<file path="config.mk">
export PLATFORM = sky130hd
export DESIGN_NAME = fwwg_divider
export DESIGN_NICKNAME = d
export VERILOG_FILES = /design/src/rtl/fwwg_pkg.sv /design/src/rtl/fwwg_divider.sv
export SDC_FILE = /design/constraint.sdc
export NUM_CORES = 2
export LEC_CHECK = 0
export ABC_AREA = 1
export BUFFER_PORTS_ARGS = -buffer_cell sky130_fd_sc_hd__buf_4
export CAP_MARGIN = 20
export CORE_ASPECT_RATIO = 1.75
export CORE_MARGIN = 3
export CORE_UTILIZATION = 45
export CTS_CLUSTER_SIZE = 20
export DETAILED_ROUTE_END_ITERATION = 12
export GPL_ROUTABILITY_DRIVEN = 0
export SLEW_MARGIN = 20
export SYNTH_ARGS = -nofsm -noshare
export SYNTH_HDL_FRONTEND = slang
export SYNTH_SLANG_ARGS = --single-unit
</file>
<file path="constraint.sdc">
create_clock -name clk -period 2.8 [get_ports clk]
set_clock_uncertainty 0.2 [all_clocks]
set_input_delay 0 -clock clk [delete_from_list [all_inputs] [get_ports clk]]
set_output_delay 0 -clock clk [all_outputs]
set_load 0.03 [all_outputs]
</file>
<file path="src/rtl/fwwg_pkg.sv">
// Shared types, widths and constants of the FIR window weight generator.
package fwwg_pkg;

    // Field and register widths
    localparam int IDX_W      = 12;
    localparam int DATA_W     = 32;
    localparam int KIND_W     = 3;
    localparam int M_W        = 13;
    localparam int CFG_IDX_W  = 2;
    localparam int CFG_DATA_W = 13;

    // Phase and divider widths
    localparam int PH_W    = 32;
    localparam int NUM_W   = M_W + PH_W;
    localparam int DIV_LAT = PH_W;

    // CORDIC sizing
    localparam int CORDIC_STEPS = 28;
    localparam int CORDIC_W     = 34;
    localparam int COR_LAT      = CORDIC_STEPS + 2;

    // Parameter defaults
    localparam int DEF_MAX_LENGTH    = 4096;
    localparam int DEF_FRACTION_BITS = 30;

    // Register indexes
    localparam logic [CFG_IDX_W-1:0] REG_KIND   = 2'd0;
    localparam logic [CFG_IDX_W-1:0] REG_LENGTH = 2'd1;
    localparam logic [CFG_IDX_W-1:0] REG_APPLY  = 2'd2;

    // Window kinds
    localparam logic [KIND_W-1:0] KIND_RECT     = 3'd0;
    localparam logic [KIND_W-1:0] KIND_BARTLETT = 3'd1;
    localparam logic [KIND_W-1:0] KIND_HANN     = 3'd2;
    localparam logic [KIND_W-1:0] KIND_HAMMING  = 3'd3;
    localparam logic [KIND_W-1:0] KIND_BLACKMAN = 3'd4;

    localparam logic [M_W-1:0] LENGTH_RESET = 13'd64;

    // Q1.30 constants
    localparam logic signed [DATA_W-1:0] Q_ONE = 32'sd1073741824;
    localparam logic signed [DATA_W-1:0] C054  = 32'sd579820585;
    localparam logic signed [DATA_W-1:0] C046  = 32'sd493921239;
    localparam logic signed [DATA_W-1:0] C042  = 32'sd450971566;
    localparam logic signed [DATA_W-1:0] C008  = 32'sd85899346;
    localparam logic signed [DATA_W-1:0] C050  = 32'sd536870912;
    localparam logic signed [DATA_W-1:0] CORDIC_GAIN_INV = 32'sd652032874;

    // Pipeline sideband
    typedef struct packed {
        logic                     valid;
        logic [KIND_W-1:0]        kind;
        logic                     apply;
        logic                     err;
        logic                     m_zero;
        logic signed [DATA_W-1:0] tap;
    } fwwg_side_t;

    typedef struct packed {
        logic [DATA_W-1:0] weight;
        logic              index_error;
    } fwwg_res_t;

    // Arctangent of 2^-i in units of 2^-32 turn
    function automatic logic [31:0] atan_turn(input int i);
        logic [31:0] a;
        case (i)
            0:       a = 32'h20000000;
            1:       a = 32'h12E4051E;
            2:       a = 32'h09FB385B;
            3:       a = 32'h051111D4;
            4:       a = 32'h028B0D43;
            5:       a = 32'h0145D7E1;
            6:       a = 32'h00A2F61E;
            7:       a = 32'h00517C55;
            8:       a = 32'h0028BE53;
            9:       a = 32'h00145F2F;
            10:      a = 32'h000A2F98;
            11:      a = 32'h000517CC;
            12:      a = 32'h00028BE6;
            13:      a = 32'h000145F3;
            14:      a = 32'h0000A2FA;
            15:      a = 32'h0000517D;
            16:      a = 32'h000028BE;
            17:      a = 32'h0000145F;
            18:      a = 32'h00000A30;
            19:      a = 32'h00000518;
            20:      a = 32'h0000028C;
            21:      a = 32'h00000146;
            22:      a = 32'h000000A3;
            23:      a = 32'h00000051;
            24:      a = 32'h00000029;
            25:      a = 32'h00000014;
            26:      a = 32'h0000000A;
            27:      a = 32'h00000005;
            default: a = 32'h00000000;
        endcase
        return a;
    endfunction

endpackage

</file>
<file path="src/rtl/fwwg_divider.sv">
// Pipelined restoring divider, one quotient bit per stage.
module fwwg_divider
    import fwwg_pkg::*;
(
    input  logic             clk,
    input  logic             en,
    input  logic [NUM_W-1:0] num,
    input  logic [M_W-1:0]   den,
    output logic [PH_W-1:0]  quot
);

    logic [M_W-1:0]  rem_reg [PH_W];
    logic [PH_W-1:0] low_reg [PH_W];
    logic [PH_W-1:0] quot_reg [PH_W];
    logic [M_W-1:0]  den_reg [PH_W];

    for (genvar k = 0; k < PH_W; k++) begin : g_step
        logic [M_W-1:0]  rem_src;
        logic [PH_W-1:0] low_src;
        logic [PH_W-1:0] quot_src;
        logic [M_W-1:0]  den_src;
        logic [M_W:0]    trial;

        // Pick the previous partial remainder
        if (k == 0) begin : g_first
            assign rem_src  = num[NUM_W-1:PH_W];
            assign low_src  = num[PH_W-1:0];
            assign quot_src = '0;
            assign den_src  = den;
        end else begin : g_next
            assign rem_src  = rem_reg[k-1];
            assign low_src  = low_reg[k-1];
            assign quot_src = quot_reg[k-1];
            assign den_src  = den_reg[k-1];
        end

        assign trial = {rem_src, low_src[PH_W-1]};

        // Shift in one numerator bit, subtract when it fits
        always_ff @(posedge clk)
        begin
            if (en)
            begin
                if (trial >= {1'b0, den_src})
                begin
                    rem_reg[k]  <= M_W'(trial - {1'b0, den_src});
                    quot_reg[k] <= {quot_src[PH_W-2:0], 1'b1};
                end
                else
                begin
                    rem_reg[k]  <= trial[M_W-1:0];
                    quot_reg[k] <= {quot_src[PH_W-2:0], 1'b0};
                end
                low_reg[k] <= {low_src[PH_W-2:0], 1'b0};
                den_reg[k] <= den_src;
            end
        end
    end

    assign quot = quot_reg[PH_W-1];

endmodule

</file>
== Yosys cells after proc, flatten, opt, wreduce, memory -nomap -nowiden ==
Memory sizes are Yosys's and may differ from the RTL's.
Cells that the tools add are included.

* Bits in registers: 0
* Latch bits: 0
* Memory bits (writable): 2,848
* Bits in read-only memories: 0
* Input port bits: 60
* Output and inout port bits: 32
* Memories: 4

{| class="wikitable"
|+ Memory list
! name !! words !! bits a word !! rd ports !! clocked after Yosys merged registers in !! wr ports !! RTL line !! RTL
|-
| quot_reg || 32 || 32 || 32 || 0 || 32 || fwwg_divider.sv:14 || <nowiki>logic [PH_W-1:0] quot_reg [PH_W];</nowiki>
|-
| low_reg || 32 || 31 || 31 || 0 || 32 || fwwg_divider.sv:13 || <nowiki>logic [PH_W-1:0] low_reg [PH_W];</nowiki>
|-
| den_reg || 32 || 13 || 31 || 0 || 32 || fwwg_divider.sv:15 || <nowiki>logic [M_W-1:0] den_reg [PH_W];</nowiki>
|-
| rem_reg || 32 || 13 || 31 || 0 || 32 || fwwg_divider.sv:12 || <nowiki>logic [M_W-1:0] rem_reg [PH_W];</nowiki>
|}

* Add/sub/neg operators: 32
* Multiply operators: 0
* Div/mod/pow operators: 0
* $lt $le $gt $ge: 32
* Equality and inequality tests: 0
* Shifts and indexed selects: 0
* Muxes and demuxes: 258
* Bitwise operators: 64
* Reduce and logical (&&, ||, !) cells: 0

{| class="wikitable"
|+ Operators with widths
! operator !! count
|-
| two-way mux 32 bit || 32
|-
| greater-or-equal comparator 14 x 13 -> 1 bit || 32
|-
| two-way mux 13 bit || 32
|-
| subtractor 13 bit || 32
|-
| two-way mux 1 bit || 194
|-
| bitwise OR 1 bit || 64
|}

== Logic depth before layout (Yosys ltp) ==
An unclocked memory read counts as a cell.

* Word-level depth: 6
* Gate-level depth with buffers: 14
* Depth with buffers taken out: 14

== Worst setup path before layout ==
OpenSTA, ideal clock, no wires.

* Kind: reg2reg
* From: mem low_reg[1][154] in the netlist's numbering
* To: mem rem_reg[21][1] (netlist: rem_reg[1][66]), data pin
* Setup time: 252 ps
* Data arrival time: 1,710 ps
* Path slack: 638 ps
* Stages on the path, launching flop included: 12
* Buffers on the path: 1
* Clock period less this slack: 2,162 ps
* Cell sequence: edfxtp_1 > inv_1 > ha_1 > inv_1 > fa_1 > nand3_1 > nand3_1 > nand2_1 > nand2_1 > buf_4 > nand2_1 > nand2_1

{| class="wikitable"
|+ RTL lines
! element !! RTL line
|-
| start, declared || fwwg_divider.sv:13
|-
| end, declared || fwwg_divider.sv:12
|}

==> results.md <==
- Status: finished with violations
- Violations in the final reports: setup timing
- Synth area leaders: edfxtp_1 63%, nand2_1 12%, inv_1 6.4%
- Detail Placement HPWL: between 150,000 and 200,000 um
- Register area share after synthesis: a little over three fifths
- Critical-path cell list: dlygate4sd3_1 -> buf_4 -> dlygate4sd3_1 -> fa_1 -> nand3_1 -> nand3_1 -> nand2_1 -> buf_4 -> nand3_1 -> dlygate4sd3_1 -> nand2_1
- Logic pwr share: 33.7%
- Critical Path Fanout Max: 13
- Total global-route track usage: 20.98%
- Max Cap Viol: 0
- Full die area: 199,800 um2
- Via count: 58,990
- Worst Path Buf+Inv: 5
- Sequential cell area: around 55,000 um2
- Die Y: 589.0 um
- TritonCTS Sinks: 1,830
- Cell family with most CP delay: buffers and inverters
- Num CTS Buffers: 178
- I/O pins: 92
- Fin crit period: 2.801 ns
- Net Sw Power: approximately 35 mW
- Core Region: 192,700 um2
- Register share of total power: 41.2%
- CTS tree: done
- Worst EP required: 3.30 ns
- Worst skew pair latency: 0.83 ns
- Global-route wire length before repair: 324,100 um
- Clk buf depth: 4
- Post-synth top area share: 62.84%
- Tot Pwr: 95.41 mW
- CTS H-tree depth: 4
- Slew Viols, Final: 0
- Post-Syn Area: slightly below 90,000 um2
- Area grow syn2layout: 12.73%
- Hold_ws: 0.1059 ns
- Number of flip-flops in the largest register: ~530
- Worst slew margin: 26.91%
- Final Core Density: 51.14%
- Critical setup path kind: input pin to register
- Initial antenna violation count: 6
- P_int: 60.66 mW
- DRT antenna net count: 0
- Critical Path Max Stage Delay: 0.61 ns
- Leading area contributor after synthesis: edfxtp_1
- Vias in the first global route: 60,540
- CP endpoint kind: register
- Synth unique cells: 29
- Pin count of the biggest net entering global routing: between 150 and 200
- Ys Warns: 0
- Routed WL per cell: roughly 18 um
- VDD IR max: 528.6 uV
- Residual DRC: 0
- DR vias/cell: between 5 and 6
- Number of synthesized register bits: 1,830
- Maximum clock frequency: about 360 MHz
- Initial core utilization: between 40% and 50%
- Synth Area per Inst: 10.27 um2
- Port Buffers: 91
- Clock share of power: 25.1%
- Crit start category: input pin
- Fin crit share: 100.0%
- HP Class: input pin to register
- Remaining global-route overflow: 0
- Arr. time, crit path: 3.30 ns
- Setup violators final: 1
- Root Driver: clkbuf_16
- Number of DRC violations after detailed-routing iteration 0: 3,749
- CP max stage cell: dlygate4sd3_1
- Leakage: 45.11 nW
- Switching Share: 36.42%
- Drt total wl: 212,400 um
- Layout cells sized above 1: 6.138%
- Setup WS post-layout: -0.001305 ns
- FILL cells: 16,950
- Die Span X: 339.2 um
- Pwr dens: 968.2 nW/um2
- RSZ-0062 raised after global routing: no
- Synth Net Count: between 9,000 and 10,000
- Worst Tran Pin Value: 1.096 ns
- First-pass DRT Iterations: 8
- Reg clk slew, reported paths: 0.07 ns
- Syn Inst Count: 8,510
- Multi-input gate area: 26,020 um2
- Final hold violations: 0
- Final net count: 9,395
- Rows: around 210
[synth_stat cells, drive strengths merged]
cell type / n
nand2: 2907
inv: 1490
a21oi: 159
xnor2: 30
nor4: 1
nor2: 382
ha: 416
xor2: 126
dfxtp: 1
fa: 31
nor3: 66
edfxtp: 1829
o211ai: 1
o21a: 2
nand3: 718
o21ai: 31
nand4: 157
buf: 79
o21bai: 30
clkbuf: 54
[placed cells by master, fill, tap and decap left out, drive strengths merged, types with 130 or more instances in the layout]
cell,instances
ha,416
edfxtp,1829
nor2,382
a21oi,159
buf,201
clkbuf,208
nand4,157
nand2,2907
dlygate4sd3,130
inv,1503
nand3,718
[path summary, 6_finish.rpt]
kind                              start                    endpoint  slack (ns)  cells past startpoint
max reg2reg   den_reg[1][150]$_DFFE_PP_   rem_reg[1][167]$_DFFE_PP_        0.14                     10
min                              den[0]     rem_reg[0][0]$_DFFE_PP_        0.11                      6
min reg2reg  quot_reg[1][445]$_DFFE_PP_  quot_reg[1][478]$_DFFE_PP_        0.17                      0
max                             num[32]    rem_reg[0][12]$_DFFE_PP_      -0.001                     11
[power by group through the flow]
stage          combinational, mW  sequential [mW]  clock, mW
2_1_floorplan               23.2             38.0          0
3_3_place_gp                30.9             39.7          0
3_5_place_dp                31.4             39.7          0
4_1_cts                     31.7             39.2       24.7
5_1_grt                     36.3             39.5       25.7
6_report                    32.2             39.3       23.9
[kinds of logic (layout without fill, tap and decap cells)]
family / after synthesis / after routing / synth area share [%]
DFF: 1830 / 1830 / 62.86
and+or+nand+nor: 4231 / 4231 / 20.01
xor gates and xnor gates: 156 / 156 / 1.563
other: 0 / 6 / 0
buffers and inverters: 1623 / 2139 / 7.397
adders and majority gates: 447 / 447 / 6.665
AOI/OAI and AO/OA: 223 / 223 / 1.509
[worst reg2reg max path, cell delays in order (launching register included)]
cell and delay, ns:
edfxtp_1 0.57, inv_1 0.09, ha_1 0.36, nand2_1 0.09
nand2_1 0.09, a21oi_1 0.20, nand3_1 0.12, nand2_1 0.10
nand2_2 0.27, nand2_1 0.16, nand2_1 0.14
[area by class of cell]
class	count	area share, %
Sequential cell	1830	55.76
Multi-Input combinational cell	5057	26.41
Inverter	1490	5.676
Clock buffer	208	4.700
Tap cell	2580	3.276
Timing Repair Buffer	331	3.037
Clock inverter	110	1.128
Antenna cell	6	0.01524
[per-layer routing]
metal	vias up	part of all wire, %	global-route usage (%)
met3	994	3.6	2.922
met2	1790	55	41.27
li1	28610	-	-
met4	0	11	19.54
met5	-	0	0
met1	27590	30	17.57
[repair_timing]
item | in CTS | in global routing
setup endpoints to repair | 0 | 13
setup buffers | 0 | 1
hold buffers | 130 | 0
resized for setup | 0 | 7
endpoints found under the hold margin | 503 | 0
[through the flow]
step / area (um2) / std cells / setup TNS (ns) / worst slack, ns
final: 98530 / 11610 / -0.001305 / -0.001305
after detailed placement: 91440 / 11160 / 0 / 0.1102
after global placement: 91440 / 11160 / 0 / 0.1187
after global routing: 98530 / 11610 / 0 / 0.01110
after CTS: 98490 / 11610 / 0 / 0.1087
after floorplan: 87400 / 8510 / 0 / 0.6375
(Power assumes the default switching activity.)
